==> src/hdl/bba_pkg.sv <==
package bba_pkg;

    localparam int MAX_ORDER_DEF = 10;

    localparam int ACT_W  = 1;
    localparam int SIZE_W = 11;
    localparam int ADDR_W = 10;
    localparam int ORD_W  = 4;
    localparam int ST_W   = 2;

    localparam logic [ST_W-1:0] ST_OK      = 2'd0;
    localparam logic [ST_W-1:0] ST_NOSPACE = 2'd1;
    localparam logic [ST_W-1:0] ST_BADFREE = 2'd2;

    localparam logic ACT_ALLOC = 1'b0;

    typedef struct packed {
        logic clr_step;
        logic load;
        logic a_start;
        logic scan_hit;
        logic scan_next;
        logic split_wr;
        logic alloc_wr;
        logic f_ok;
        logic mrg_rd;
        logic mrg_take;
        logic mrg_end;
        logic fail_nospace;
        logic fail_badfree;
        logic res_take;
    } bba_cmd_t;

    typedef struct packed {
        logic clr_done;
        logic is_alloc;
        logic no_space;
        logic bit_q;
        logic split_done;
        logic addr_bad;
        logic flag_q;
        logic ord_max;
    } bba_stat_t;

endpackage

==> src/hdl/bba_ctrl.sv <==
module bba_ctrl (
    input  logic               clk,
    input  logic               rst_n,
    input  logic               in_valid,
    output logic               in_ready,
    output logic               out_valid,
    input  logic               out_ready,
    input  bba_pkg::bba_stat_t stat,
    output bba_pkg::bba_cmd_t  cmd
);

    localparam logic [3:0] S_CLR   = 4'd0;
    localparam logic [3:0] S_IDLE  = 4'd1;
    localparam logic [3:0] S_DEC   = 4'd2;
    localparam logic [3:0] S_SRD   = 4'd3;
    localparam logic [3:0] S_SCHK  = 4'd4;
    localparam logic [3:0] S_SPLIT = 4'd5;
    localparam logic [3:0] S_AWR   = 4'd6;
    localparam logic [3:0] S_FRD   = 4'd7;
    localparam logic [3:0] S_FCHK  = 4'd8;
    localparam logic [3:0] S_MRD   = 4'd9;
    localparam logic [3:0] S_MCHK  = 4'd10;
    localparam logic [3:0] S_MEND  = 4'd11;
    localparam logic [3:0] S_FIN   = 4'd12;

    logic [3:0] state_reg, state_next;
    logic       out_valid_reg, out_valid_next;

    assign in_ready  = (state_reg == S_IDLE);
    assign out_valid = out_valid_reg;

    always_comb
    begin
        cmd            = '0;
        state_next     = state_reg;
        out_valid_next = out_valid_reg & ~out_ready;
        unique case (state_reg)
            S_CLR:
            begin
                cmd.clr_step = 1'b1;
                if (stat.clr_done)
                    state_next = S_IDLE;
            end
            S_IDLE:
            begin
                if (in_valid)
                begin
                    cmd.load   = 1'b1;
                    state_next = S_DEC;
                end
            end
            S_DEC:
            begin
                if (!stat.is_alloc)
                    state_next = S_FRD;
                else if (stat.no_space)
                begin
                    cmd.fail_nospace = 1'b1;
                    state_next       = S_FIN;
                end
                else
                begin
                    cmd.a_start = 1'b1;
                    state_next  = S_SRD;
                end
            end
            S_SRD:
            begin
                state_next = S_SCHK;
            end
            S_SCHK:
            begin
                if (stat.bit_q)
                begin
                    cmd.scan_hit = 1'b1;
                    state_next   = S_SPLIT;
                end
                else
                begin
                    cmd.scan_next = 1'b1;
                    state_next    = S_SRD;
                end
            end
            S_SPLIT:
            begin
                if (stat.split_done)
                    state_next = S_AWR;
                else
                    cmd.split_wr = 1'b1;
            end
            S_AWR:
            begin
                cmd.alloc_wr = 1'b1;
                state_next   = S_FIN;
            end
            S_FRD:
            begin
                if (stat.addr_bad)
                begin
                    cmd.fail_badfree = 1'b1;
                    state_next       = S_FIN;
                end
                else
                    state_next = S_FCHK;
            end
            S_FCHK:
            begin
                if (stat.flag_q)
                begin
                    cmd.f_ok   = 1'b1;
                    state_next = S_MRD;
                end
                else
                begin
                    cmd.fail_badfree = 1'b1;
                    state_next       = S_FIN;
                end
            end
            S_MRD:
            begin
                if (stat.ord_max)
                    state_next = S_MEND;
                else
                begin
                    cmd.mrg_rd = 1'b1;
                    state_next = S_MCHK;
                end
            end
            S_MCHK:
            begin
                if (stat.bit_q)
                begin
                    cmd.mrg_take = 1'b1;
                    state_next   = S_MRD;
                end
                else
                    state_next = S_MEND;
            end
            S_MEND:
            begin
                cmd.mrg_end = 1'b1;
                state_next  = S_FIN;
            end
            S_FIN:
            begin
                if (!out_valid_reg || out_ready)
                begin
                    cmd.res_take   = 1'b1;
                    out_valid_next = 1'b1;
                    state_next     = S_IDLE;
                end
            end
            default:
                state_next = S_IDLE;
        endcase
    end

    always_ff @(posedge clk or negedge rst_n)
    begin
        if (!rst_n)
        begin
            state_reg     <= S_CLR;
            out_valid_reg <= 1'b0;
        end
        else
        begin
            state_reg     <= state_next;
            out_valid_reg <= out_valid_next;
        end
    end

endmodule

==> config.mk <==
export PLATFORM = sky130hd
export DESIGN_NAME = bba_ctrl
export DESIGN_NICKNAME = d
export VERILOG_FILES = /design/src/hdl/bba_pkg.sv /design/src/hdl/bba_ctrl.sv
export SDC_FILE = /design/constraint.sdc
export NUM_CORES = 1
export LEC_CHECK = 0
export BUFFER_PORTS_ARGS = -buffer_cell sky130_fd_sc_hd__buf_4
export CAP_MARGIN = 10
export CORE_AREA = 3 3 40 42
export CTS_BUF_LIST = sky130_fd_sc_hd__clkbuf_8
export DETAILED_ROUTE_END_ITERATION = 10
export DIE_AREA = 0 0 43 45
export PLACE_DENSITY = 0.71
export SLEW_MARGIN = 40
export SYNTH_ARGS = -nofsm -noshare
export SYNTH_HDL_FRONTEND = slang
export SYNTH_SLANG_ARGS = --single-unit
==> constraint.sdc <==
create_clock -name clk -period 2 [get_ports clk]
set_clock_uncertainty 0.2 [all_clocks]
set_input_delay 0.1 -clock clk [delete_from_list [all_inputs] [get_ports clk]]
set_output_delay 0.1 -clock clk [all_outputs]
set_load 0.1 [all_outputs]
==> flow_metrics.py <==
metrics = {
    "grt": {
        "grt_max_degree": 16,
        "grt_pass1_wl_um": 2680,
        "grt_overflow_total": 0,
        "grt_pass1_vias": 627,
        "antenna_found_initial": 0,
        "track_usage": 0.189,
    },
    "worst_setup_path": {
        "cp_slowest_stage_delay_ps": 460,
        "r2r_cells": 5,
        "critPathKind": "reg2out",
        "cp_data_arrival_time_ps": 1610,
        "worst_path_max_delay_cell": "dfrtp_1",
        "worst_setup_path_start_kind": "flip-flop",
        "cp_cell_sequence": "or2_1 -> nor3_2 -> a41o_2 -> buf_4",
        "critPathMaxFanout": 8,
        "endpoint_kind": "primary output",
        "cp.required_ps": 1700,
    },
    "floorplanning": {
        "initial_core_util": 0.403,
        "dieArea_mm2": 0.00194,
        "die_x_um": 43,
        "ios": 28,
        "rows": 13,
        "die_h_um": 45,
        "core_area_mm2": 0.00128,
    },
    "synth": {
        "synth.distinct_cells": 28,
        "synth-async-reset-ratio": 1.00,
        "ys_ff_latch": 5,
        "netlist.area_leader.share": 0.242,
        "yosysMostFrequentCell": "nor2_1",
        "syn_area_per_cell_um2": 7.30,
        "syn_inst": 71,
        "yosysSeqAreaShare": 0.242,
        "netlist_top_cells_area": "dfrtp_1 (24%), and3_1 (7.2%), nor2b_1 (7.2%), nor3_1 (6.8%), nor2_1 (6.5%)",
        "netlist_top_cells_count": "nor2_1 (9), nor3_1 (7), and3_1 (6), nor2b_1 (6), dfrtp_1 (5)",
        "synth_edf_count": 0,
        "yosysWarnings": 0,
        "synthesis.area_um2": 518,
        "synth_flop_cell": "dfrtp_1",
        "synth_fp_nets": 83,
        "synth_top_cell_by_area": "dfrtp_1",
    },
    "cts": {
        "numClockSinks": 5,
        "cts_tree": "done",
        "clk_pin_slew_ps": 30,
        "clk_latency_ps": 220,
        "h-tree-depth": 1,
        "cts_root_buffer": "clkbuf_8",
        "cts_made_buffers": 3,
        "clock_path_buffers": 2,
    },
    "drt": {
        "drt-initial-drc-count": 21,
        "drt-total-wl_um": 1660,
        "firstDrtPassIters": 4,
        "vias": 690,
        "ant_nets": 0,
        "via_per_inst": 5.75,
        "wl_per_cell_um": 13.8,
        "drc": 0,
    },
    "cells_and_area": {
        "drive_gt1_frac": 0.476,
        "syn_to_final_growth_pct": 72.9,
        "final_cell_count_no_fill": 120,
        "antenna_cells": 0,
        "largest_reg_flops": 4,
        "final_nets": 118,
    },
    "timing": {
        "setup_viol_count_final": 0,
        "fmax_mhz": 523,
        "finalCritPeriodShare": 0.957,
        "relSlewSlack": 0.703,
        "hold_viol": 0,
        "fin_crit_ps": 1910,
        "setup_slack_ps": 86.9,
        "grt_setup_unrepaired": "false",
        "tightest_slew_ps": 445,
        "finalMaxSlewViolations": 0,
        "setup_tns_ps": 0,
    },
    "power_and_ir_drop": {
        "total_power_mw": 1.59,
        "irDropWorstVdd_mv": 1.14,
        "p_leak_nw": 0.437,
        "cellPowerDensity_mw_per_mm2": 1770,
    },
    "place": {
        "hpwl_um": 1320,
        "dp_cells": 115,
        "numPortBuffers": 27,
        "place_worst_setup_slack_ps": 209,
        "place.gp.congestion": 0.857,
    },
    "worst_hold_path": {
        "worstHoldPathType": "in2async",
    },
    "job": {
        "maxCapViolCount": 0,
    },
    "outcome": {
        "status": "complete, no violations",
    },
}
==> path summary, 6_finish.rpt <==
path | slack (ps) | endpoint | startpoint
min in group clk | 70 | out_valid | out_ready
max in group asynchronous | 1480 | state_reg[1] | rst_n
max reg2reg | 330 | state_reg[0] | state_reg[0]
min reg2reg | 430 | state_reg[3] | state_reg[0]
min | 8 | out_valid | rst_n
max | 90 | cmd[1] | state_reg[0]
==> stage by stage <==
step / area (um2) / util / hold WS [ps]
4_1_cts: 886 / 0.689 / 21.1
5_1_grt: 896 / 0.697 / 20.8
2_1_floorplan: 586 / - / -396
3_5_place_dp: 826 / 0.643 / -299
6_report: 896 / 0.697 / 7.62
3_3_place_gp: 826 / 0.643 / -299
==> power by group <==
group | switching (mW) | leakage (nW) | internal (mW)
combinational | 0.791 | 0.350 | 0.361
sequential | 0.112 | 0.0602 | 0.149
clock | 0.0458 | 0.0269 | 0.131
==> critical path, delay by kind of cell, from the launching register on <==
kind | cells | cell delay, ps
DFF | 1 | 460
AOI/OAI and AO/OA | 1 | 140
buffers and inverters | 1 | 280
and+or+nand+nor | 2 | 520
==> routing by layer <==
metal  global-route usage  up-vias  routed length, um
met5                    0        -                  0
met4                0.108        0                 16
met3               0.0398        2                 87
met2                0.320       24                872
met1                0.222      333                684
li1                     -      331                  -
==> cell families (layout without fill, tap and decap cells) <==
| group | count (synthesis) | in the layout | synth area share |
|---|---|---|---|
| and+or+nand+nor | 42 | 42 | 0.440 |
| DFF | 5 | 5 | 0.242 |
| buffers and inverters | 6 | 40 | 0.0652 |
| AOI/OAI and AO/OA | 18 | 18 | 0.254 |
==> timing repair <==
action,4_1_cts,5_1_grt
hold buffers,1,0
buffers inserted,0,0
gates cloned,0,0
setup endpoints to repair,1,8
gates resized for setup,1,5
pin swaps,0,0
hold endpoints to repair,5,0
==> cell usage in the layout, fill, tap and decap left out, types with 2 or more instances in the layout <==
master      n
nor2_1      5
nor2b_1     6
o21ai_1     2
nor2_4      3
inv_1       3
nand2_1     3
a21oi_1     4
clkbuf_8    3
nor3_4      3
dfrtp_1     2
nor3_2      3
buf_4      32
nand3_1     2
dfrtp_2     3
nand2b_1    4
and3_1      6
a2bb2oi_1   3
==> area by class of cell <==
class / instances / area (um2)
clock inverters: 1 / 3.75
repair buffers: 34 / 262
fillers: 106 / 389
well taps: 15 / 18.8
multi-input cells: 60 / 434
flip-flops and latches: 5 / 129
clock buffers: 3 / 41.3
inverters: 2 / 7.51
(Power assumes the default switching activity.)
