**src/hdl/bba_pkg.sv**
```systemverilog
package bba_pkg;

    localparam int MAX_ORDER_DEF = 10;

    localparam int ACT_W  = 1;
    localparam int SIZE_W = 11;
    localparam int ADDR_W = 10;
    localparam int ORD_W  = 4;
    localparam int ST_W   = 2;

    localparam logic [ST_W-1:0] ST_OK      = 2'd0;
    localparam logic [ST_W-1:0] ST_NOSPACE = 2'd1;
    localparam logic [ST_W-1:0] ST_BADFREE = 2'd2;

    localparam logic ACT_ALLOC = 1'b0;

    typedef struct packed {
        logic clr_step;
        logic load;
        logic a_start;
        logic scan_hit;
        logic scan_next;
        logic split_wr;
        logic alloc_wr;
        logic f_ok;
        logic mrg_rd;
        logic mrg_take;
        logic mrg_end;
        logic fail_nospace;
        logic fail_badfree;
        logic res_take;
    } bba_cmd_t;

    typedef struct packed {
        logic clr_done;
        logic is_alloc;
        logic no_space;
        logic bit_q;
        logic split_done;
        logic addr_bad;
        logic flag_q;
        logic ord_max;
    } bba_stat_t;

endpackage

```
**src/hdl/bba_out.sv**
```systemverilog
module bba_out (
    input  logic                       clk,
    input  logic                       load,
    input  logic [bba_pkg::ST_W-1:0]   res_status,
    input  logic [bba_pkg::ADDR_W-1:0] res_address,
    input  logic [bba_pkg::ORD_W-1:0]  res_order,
    output logic [bba_pkg::ST_W-1:0]   status,
    output logic [bba_pkg::ADDR_W-1:0] block_address,
    output logic [bba_pkg::ORD_W-1:0]  block_order
);

    logic [bba_pkg::ST_W-1:0]   status_reg;
    logic [bba_pkg::ADDR_W-1:0] address_reg;
    logic [bba_pkg::ORD_W-1:0]  order_reg;

    always_ff @(posedge clk)
    begin
        if (load)
        begin
            status_reg  <= res_status;
            address_reg <= res_address;
            order_reg   <= res_order;
        end
    end

    assign status        = status_reg;
    assign block_address = address_reg;
    assign block_order   = order_reg;

endmodule

```
**config.mk**
```make
export PLATFORM = sky130hd
export DESIGN_NAME = bba_out
export DESIGN_NICKNAME = d
export VERILOG_FILES = /design/src/hdl/bba_pkg.sv /design/src/hdl/bba_out.sv
export SDC_FILE = /design/constraint.sdc
export NUM_CORES = 1
export LEC_CHECK = 0
export BUFFER_PORTS_ARGS = -buffer_cell sky130_fd_sc_hd__buf_2
export CORE_AREA = 3 3 40 42
export CTS_CLUSTER_DIAMETER = 60
export CTS_CLUSTER_SIZE = 24
export DETAILED_ROUTE_END_ITERATION = 16
export DIE_AREA = 0 0 43 45
export PLACE_DENSITY = 0.72
export REMOVE_ABC_BUFFERS = 1
export SETUP_SLACK_MARGIN = 0.15
export SYNTH_ARGS = -nofsm -noshare
export SYNTH_HDL_FRONTEND = slang
export SYNTH_SLANG_ARGS = --single-unit
```
**constraint.sdc**
```tcl
create_clock -name clk -period 0.9 [get_ports clk]
set_input_delay 0.135 -clock clk [delete_from_list [all_inputs] [get_ports clk]]
set_output_delay 0.135 -clock clk [all_outputs]
set_load 0.05 [all_outputs]
```
==> impl_metrics.env, run 1 <==
export IMPL_fin_area_um2=787
export IMPL_synth_avg_cell_area_um2=30.0
export IMPL_drt_iter0_markers=1
export IMPL_clock_fmax_mhz=1030
export IMPL_vias_per_cell=4.37
export IMPL_path_cells="buf_6"
export IMPL_share_seq_of_total_power_pct=56.1
export IMPL_netlist_instances=16
export IMPL_grt_max_degree=17
export IMPL_holdPathStages=1
export IMPL_port_buffers=33
export IMPL_violations="setup timing"
export IMPL_cp_depth=1
export IMPL_placed_area_um2=664
export IMPL_crit_slowest_cell="edfxtp_1"
export IMPL_crit_required_ps=760
export IMPL_fillers=99
export IMPL_routabilityCongestion=0.609
export IMPL_ys_types=1
export IMPL_hp_class="in -> reg"
export IMPL_met2_length_um=383
export IMPL_rsz0062_at_grt="yes"
export IMPL_final_period_utilization_pct=108
export IMPL_cp_slowest_stage_delay_ps=400
export IMPL_tightestPinTransition_ps=329
export IMPL_switching_share_pct=27.9
export IMPL_hold_path_endpoint="status[0]$_DFFE_PP_"
export IMPL_synth_seq_cells=16
export IMPL_crit_type="reg -> out"
export IMPL_cts_clk_slew_worst_paths_ps=80
export IMPL_wl_met3_um=93
export IMPL_setup_ws_ps=-69.8
export IMPL_fp_row_count=13
export IMPL_synth_compound_area_share_pct=0
export IMPL_endpoint_kind="output pin"
export IMPL_wl_per_cell_um=11.9
export IMPL_p_int_mw=1.17
export IMPL_worst_path_buf_inv=1
export IMPL_synthAdderAreaFrac_pct=0
export IMPL_die_w_um=43
export IMPL_grt_usage_pct=8.42
export IMPL_synthMuxAreaShare_pct=0
export IMPL_drc=0
export IMPL_numCtsBuffers=3
export IMPL_yosys_warnings=0
export IMPL_ir_drop_v=0.00102
export IMPL_clkPwrFrac_pct=21.0
export IMPL_maxCapViolations=0
export IMPL_drive_gt1_share_pct=69.2
export IMPL_start_util_pct=37.4
export IMPL_synthXorXnorAreaFrac_pct=0
export IMPL_die_area_um2=1940
export IMPL_slew_violations=0
export IMPL_cp_max_fo=1
export IMPL_power_density_nw_per_um2=2060
export IMPL_hold_viol=0
export IMPL_num_vias=293
export IMPL_hold_start="res_status[0]"
export IMPL_netlist_area_um2=480
export IMPL_die_h_um=45
export IMPL_synthSimpleGateAreaFrac_pct=0
export IMPL_setup_worst_path_start_class="flip-flop"
export IMPL_multi_input_cells=0
export IMPL_period_minus_slack_ps=970
export IMPL_io_pins=34
export IMPL_cts_tree="built"
export IMPL_areaGrowthSynthToFinish_pct=63.8
export IMPL_final_nets=72
export IMPL_relSlewSlack_pct=78.1
export IMPL_power_static_leakage_nw=0.334
export IMPL_antenna_found_initial=0
export IMPL_core_area_um2=1280
export IMPL_largest_reg_flops=10
export IMPL_pwr_share_comb_pct=22.9
export IMPL_drt_wl_total_um=800
export IMPL_highest_layer="met4"
export IMPL_clk_root_buffer_cell="clkbuf_4"
export IMPL_p_sw_uw=454
export IMPL_antenna_cells=0
export IMPL_multi_input_area_um2=0
export IMPL_ys_seq_area_share_pct=100
export IMPL_cts_max_path_buffers=2
export IMPL_cp_arrival_ps=830
export IMPL_setup_viol=16
export IMPL_status="finished, violations left"
export IMPL_cts_sinks=16
export IMPL_crit_family="flip-flops"
export IMPL_holdBufCountCts=0
export IMPL_final_antenna_net_count=0
export IMPL_grt_pass1_vias=265
export IMPL_htree_levels=1
export IMPL_grt_overflow=0
export IMPL_drt_met1_wl_um=317
export IMPL_dr_pass1_iters=2
export IMPL_pre_cts_ws_ps=113
export IMPL_grt_pass1_wl_um=1100
## routing by layer
layer / vias to the layer above / global-route usage (%)
met5: - / 0
met4: 0 / 7.23
met3: 2 / 2.79
met2: 22 / 12.9
met1: 130 / 9.52
li1: 139 / -
## worst max path at each step
stage / slack (ps) / end / start
final: -70 / block_address[0] / block_address[0]$_DFFE_PP_
after global routing: -110 / status[0] / status[0]$_DFFE_PP_
after CTS: -80 / block_address[7] / block_address[7]$_DFFE_PP_
after detailed placement: 110 / block_address[1]$_DFFE_PP_ / load
after global placement: 130 / block_order[1]$_DFFE_PP_ / load
after floorplan: 160 / block_address[0] / block_address[0]$_DFFE_PP_
## cells in the mapped netlist (all sizes together)
| library cell | n | area share (%) |
|---|---|---|
| edfxtp | 16 | 100 |
## stage by stage
| stage | power [mW] | TNS [ps] | util, % | std cells | hold WS [ps] |
|---|---|---|---|---|---|
| after global placement | 1.22 | 0 | 51.7 | 64 | 311 |
| after detailed placement | 1.22 | 0 | 51.7 | 64 | 313 |
| final | 1.62 | -898 | 61.2 | 67 | 34.8 |
| after global routing | 1.68 | -1450 | 61.2 | 67 | 20.5 |
| after floorplan | 1.12 | 0 | - | 16 | 234 |
| after CTS | 1.64 | -1110 | 61.2 | 67 | 24.4 |
## final cells by class
type / count / area (um^2) / share of cell area [%]
Clock buffer: 3 / 22.5 / 2.86
Sequential cell: 16 / 480 / 61.0
Tap cell: 15 / 18.8 / 2.38
Timing Repair Buffer: 33 / 265 / 33.7
## cells by family after synthesis
| kind of cell | after synthesis |
|---|---|
| DFF | 16 |
## layout by cell type (no fill, tap or decap)
master and instances:
buf_2 17, buf_6 16, clkbuf_4 3, edfxtp_1 16
## power groups by stage
| stage | logic [mW] | clock network (mW) | registers [mW] |
|---|---|---|---|
| detailed placement | 0.306 | 0 | 0.914 |
| global route | 0.383 | 0.378 | 0.917 |
| global placement | 0.305 | 0 | 0.911 |
| CTS | 0.374 | 0.356 | 0.912 |
| floorplan | 0 | 0 | 1.12 |
| finish | 0.372 | 0.342 | 0.911 |
## repair_timing
| action | CTS | global route |
|---|---|---|
| buffers inserted | 0 | 0 |
| gates resized for setup | 32 | 0 |
| endpoints found under the setup margin | 16 | 16 |
| endpoints found under the hold margin | 0 | 0 |
Note: power is estimated with default switching activity, not from simulation.
==> inputs of run 2 (changes only) <==
CORE_AREA = default   (was 3 3 40 42)
CORE_MARGIN = 3   (was default)
CORE_UTILIZATION = 37   (was default)
DIE_AREA = default   (was 0 0 43 45)
MAX_ROUTING_LAYER = met4   (was default)
PLACE_DENSITY = 0.74   (was 0.72)
clock period = 1 ns   (was 0.9 ns; I/O delays follow)
==> run 2 against run 1 <==
  * The run now ends clean
  * Wire length decreased by 3.9%
  * First-iteration DRC count increased by 100%
  * Largest power group unchanged
  * Cell area decreased by 0.16%
  * Combinational power decreased by 10%
  * Clock-buffer cell count unchanged
  * Critical path type unchanged
  * Clock power decreased by 11%
  * Final cell count decreased by 1.5%
  * Die area decreased by 8.7%
  * Largest cell class unchanged
==> impl_metrics.env, run 2 (same netlist as run 1, synthesis figures left out) <==
export IMPL_power_mw=1.46
export IMPL_routabilityCongestion=0.564
export IMPL_power_density_nw_per_um2=1860
export IMPL_rsz0062_at_grt="yes"
export IMPL_die_area_um2=1770
export IMPL_final_common_cell="buf_2"
export IMPL_cts_tree="built"
export IMPL_io_pins=34
export IMPL_vias_per_cell=4.33
export IMPL_grt_pass1_vias=279
export IMPL_drive_gt1_share_pct=69.2
export IMPL_power_static_leakage_nw=0.334
export IMPL_fp_row_count=12
export IMPL_cts_sinks=16
export IMPL_layout_common_cells="buf_2, edfxtp_1, buf_6, clkbuf_4"
export IMPL_maxCapViolations=0
export IMPL_cp_arrival_ps=830
export IMPL_crit_slowest_cell="edfxtp_1"
export IMPL_port_buffers=33
export IMPL_drt_wl_total_um=769
export IMPL_worst_path_buf_inv=1
export IMPL_wl_per_cell_um=11.7
export IMPL_post_place_cells=63
export IMPL_instances_no_fill=66
export IMPL_ir_drop_v=0.000845
export IMPL_final_nets=72
export IMPL_antenna_cells=0
export IMPL_slew_violations=0
export IMPL_setup_worst_path_start_class="flip-flop"
export IMPL_switching_share_pct=27.8
export IMPL_grt_usage_pct=10.5
export IMPL_crit_type="reg -> out"
export IMPL_clkPwrFrac_pct=20.9
export IMPL_largest_reg_flops=10
export IMPL_htree_levels=1
export IMPL_crit_required_ps=850
export IMPL_endpoint_kind="output pin"
export IMPL_holdPathStages=1
export IMPL_share_seq_of_total_power_pct=56.2
export IMPL_p_int_mw=1.05
export IMPL_grt_pass1_wl_um=1220
export IMPL_status="completed"
export IMPL_relSlewSlack_pct=78.6
export IMPL_multi_input_area_um2=0
export IMPL_numCtsBuffers=3
export IMPL_num_vias=286
export IMPL_path_cells="buf_6"
export IMPL_hold_start="res_address[4]"
export IMPL_tightestPinTransition_ps=322
export IMPL_use_met2_pct=17.0
export IMPL_clk_root_buffer_cell="clkbuf_4"
export IMPL_hold_path_endpoint="block_address[4]$_DFFE_PP_"
export IMPL_finalCoreUtilization_pct=68.0
export IMPL_start_util_pct=41.6
export IMPL_die_w_um=42.0
export IMPL_use_met3_pct=6.87
export IMPL_holdWs_ps=47.7
export IMPL_multi_input_cells=0
export IMPL_drc=0
export IMPL_top_usage_layer="met2"
export IMPL_final_antenna_net_count=0
export IMPL_cts_clk_slew_worst_paths_ps=80
export IMPL_grt_overflow=0
export IMPL_period_minus_slack_ps=983
export IMPL_antenna_found_initial=0
export IMPL_cp_max_fo=1
export IMPL_core_area_um2=1160
export IMPL_drt_iter0_markers=2
export IMPL_hold_viol=0
export IMPL_cp_slowest_stage_delay_ps=390
export IMPL_hp_class="in -> reg"
export IMPL_grt_max_degree=17
export IMPL_clock_fmax_mhz=1020
export IMPL_p_sw_uw=406
export IMPL_setup_viol=0
export IMPL_final_period_utilization_pct=98.3
export IMPL_crit_family="flip-flops"
export IMPL_use_met1_pct=8.26
export IMPL_die_h_um=42.0
export IMPL_areaGrowthSynthToFinish_pct=63.5
export IMPL_pwr_share_comb_pct=22.9
export IMPL_dr_pass1_iters=2
export IMPL_cts_max_path_buffers=2
-- run 2: cell counts in the layout (fill, tap and decap cells not counted) --
Identical to the previous run, type by type.
-- run 2: power groups by stage --
stage,Combinational [mW],Clock [mW],Sequential [mW]
floorplan,0,0,1.01
global placement,0.274,0,0.821
global route,0.346,0.366,0.825
finish,0.334,0.305,0.820
detailed placement,0.276,0,0.821
CTS,0.336,0.332,0.820
-- run 2: stage by stage --
step                      cell area [um^2]  setup TNS [ps]  worst slack [ps]
after floorplan                        480               0               249
after global placement                 663               0               219
after detailed placement               663               0               201
after CTS                              786           -33.0             -15.6
after global routing                   786            -390             -46.8
final                                  786               0              16.6
-- run 2: timing repair --
| item | in CTS | in global routing |
|---|---|---|
| setup endpoints to repair | 16 | 16 |
| hold buffers | 0 | 0 |
| resized for setup | 32 | 0 |
| setup buffers | 0 | 0 |
-- run 2: per-layer routing --
| layer | vias up | routed length, um |
|---|---|---|
| li1 | 138 | - |
| met1 | 127 | 232 |
| met2 | 21 | 428 |
| met3 | 0 | 108 |
| met4 | 0 | 0 |
| met5 | - | 0 |
-- run 2: worst max-delay path by stage --
stage,end,startpoint,slack (ps),depth (start not counted)
6_report,block_address[8],block_address[8]$_DFFE_PP_,20,1
5_1_grt,block_address[6],block_address[6]$_DFFE_PP_,-50,1
4_1_cts,block_address[8],block_address[8]$_DFFE_PP_,-20,1
3_5_place_dp,block_address[4]$_DFFE_PP_,load,200,1
3_3_place_gp,block_address[5]$_DFFE_PP_,load,220,1
2_1_floorplan,block_address[0],block_address[0]$_DFFE_PP_,250,0
-- run 2: final cells by class --
| class | instances | area (um^2) |
|---|---|---|
| flip-flops and latches | 16 | 480 |
| well taps | 14 | 17.5 |
| repair buffers | 33 | 265 |
| clock buffers | 3 | 22.5 |
| fillers | 89 | 370 |
==> inputs of run 3 (changes only) <==
ABC_AREA = 1   (was default)
BUFFER_PORTS_ARGS = default   (was -buffer_cell sky130_fd_sc_hd__buf_2)
CORE_AREA = 3 3 40 42   (was default)
CORE_MARGIN = default   (was 3)
CORE_UTILIZATION = default   (was 37)
DIE_AREA = 0 0 43 45   (was default)
DONT_BUFFER_PORTS = 1   (was default)
PLACE_DENSITY = default   (was 0.74)
==> run 3 against run 2 <==
  * The flow now finishes with violations (hold timing)
  * Final cell count grew 1.5%
  * Die area grew 9.5%
  * Global-route usage grew 0.65 points
  * Sequential power is essentially flat
  * Clock power grew 5%
  * Core utilization shrank 0.58 points
  * Setup slack lost 9.2 ps
  * Non-clock buffer count shrank 1
  * Critical endpoint is now block_address[9]
==> impl_metrics.env, run 3 (same netlist as run 1, synthesis figures left out) <==
export IMPL_fp_row_count=13
export IMPL_status="finished, violations left"
export IMPL_relSlewSlack_pct=92.7
export IMPL_vias_per_cell=4.22
export IMPL_setup_worst_path_start_class="flip-flop"
export IMPL_antenna_cells=0
export IMPL_drt_wl_total_um=924
export IMPL_setup_tns_final_ps=0
export IMPL_fillers=87
export IMPL_path_cells="buf_6"
export IMPL_holdWs_ps=-17.9
export IMPL_io_pins=34
export IMPL_crit_required_ps=850
export IMPL_cts_clk_slew_worst_paths_ps=80
export IMPL_numCtsBuffers=3
export IMPL_antenna_found_initial=0
export IMPL_dr_pass1_iters=2
export IMPL_hold_start="load"
export IMPL_cp_max_fo=1
export IMPL_endpoint_kind="output pin"
export IMPL_wl_per_cell_um=13.8
export IMPL_final_nets=71
export IMPL_core_area_um2=1280
export IMPL_finalCoreUtilization_pct=67.4
export IMPL_grt_overflow=0
export IMPL_num_vias=283
export IMPL_grt_usage_pct=11.1
export IMPL_power_static_leakage_nw=0.336
export IMPL_layout_common_cells="edfxtp_1, dlygate4sd3_1, buf_6, clkbuf_4, clkinv_1"
export IMPL_ir_drop_v=0.00114
export IMPL_final_period_utilization_pct=99.3
export IMPL_holdBufCountCts=16
export IMPL_power_mw=1.49
export IMPL_worst_path_buf_inv=1
export IMPL_clk_root_buffer_cell="clkbuf_4"
export IMPL_drc=0
export IMPL_grt_pass1_vias=339
export IMPL_cp_arrival_ps=840
export IMPL_hold_viol=16
export IMPL_port_buffers=0
export IMPL_tightestPinTransition_ps=110
export IMPL_crit_slowest_cell="edfxtp_1"
export IMPL_slew_violations=0
export IMPL_power_density_nw_per_um2=1720
export IMPL_final_antenna_net_count=0
export IMPL_drt_iter0_markers=5
export IMPL_multi_input_area_um2=0
export IMPL_rsz0062_at_grt="yes"
export IMPL_multi_input_cells=0
export IMPL_cp_slowest_stage_delay_ps=400
export IMPL_period_minus_slack_ps=993
export IMPL_crit_family="flip-flops"
export IMPL_hold_path_endpoint="block_address[6]$_DFFE_PP_"
export IMPL_drive_gt1_share_pct=36.5
export IMPL_cts_max_path_buffers=2
export IMPL_die_w_um=43
export IMPL_start_util_pct=37.4
export IMPL_clock_fmax_mhz=1010
export IMPL_violations="hold timing"
export IMPL_setup_viol=0
export IMPL_cts_tree="built"
export IMPL_maxCapViolations=0
export IMPL_routabilityCongestion=0.687
export IMPL_cts_sinks=16
export IMPL_hp_class="in -> reg"
export IMPL_grt_max_degree=17
export IMPL_die_area_um2=1940
export IMPL_areaGrowthSynthToFinish_pct=80.2
export IMPL_die_h_um=45
export IMPL_holdPathStages=0
export IMPL_grt_pass1_wl_um=1410
export IMPL_crit_type="reg -> out"
export IMPL_largest_reg_flops=10
export IMPL_htree_levels=1
run 3: cell count changes in the layout (fill, tap and decap cells not counted), sizes merged:
cell         previous run  this run
clkinv                  0         1
dlygate4sd3             0        16
buf                    33        16
run 3: worst max path at each step:
stage | depth (start not counted) | slack (ps) | to | start
final | 1 | 7 | block_address[9] | block_address[9]$_DFFE_PP_
after global routing | 1 | -40 | block_address[5] | block_address[5]$_DFFE_PP_
after CTS | 1 | -10 | block_order[0] | block_order[0]$_DFFE_PP_
after detailed placement | 1 | 280 | block_address[9] | block_address[9]$_DFFE_PP_
after global placement | 1 | 310 | block_address[4] | block_address[4]$_DFFE_PP_
after floorplan | 0 | 250 | block_address[0] | block_address[0]$_DFFE_PP_
run 3: per-layer routing:
metal,global-route usage (%),wire (um),up-vias
met2,19.5,498,23
met4,7.23,6,0
met3,5.58,105,2
met1,9.19,313,121
met5,-,0,-
li1,-,-,137
run 3: cell type report:
| cell class | count | area [um^2] | area share (%) |
|---|---|---|---|
| flip-flops and latches | 16 | 480 | 55.5 |
| repair buffers | 32 | 340 | 39.3 |
| clock buffers | 3 | 22.5 | 2.60 |
| well taps | 15 | 18.8 | 2.17 |
| clock inverters | 1 | 3.75 | 0.434 |
run 3: timing repair:
action,in CTS,in global routing
endpoints found under the hold margin,32,16
setup endpoints to repair,16,16
buffers inserted,0,0
resized for setup,16,0
gates cloned,0,0
run 3: report_power, final:
group	internal, mW	switching [mW]	leakage, nW
registers	0.798	0.0230	0.157
clock network	0.144	0.177	0.0154
logic	0.136	0.208	0.164
total	1.08	0.408	0.336
run 3: metrics by stage:
| stage | cell area, um^2 | cells | setup WS, ps |
|---|---|---|---|
| after floorplan | 480 | 16 | 249 |
| after global placement | 619 | 47 | 306 |
| after detailed placement | 619 | 47 | 284 |
| after CTS | 866 | 67 | -14.0 |
| after global routing | 866 | 67 | -40.0 |
| final | 866 | 67 | 7.42 |
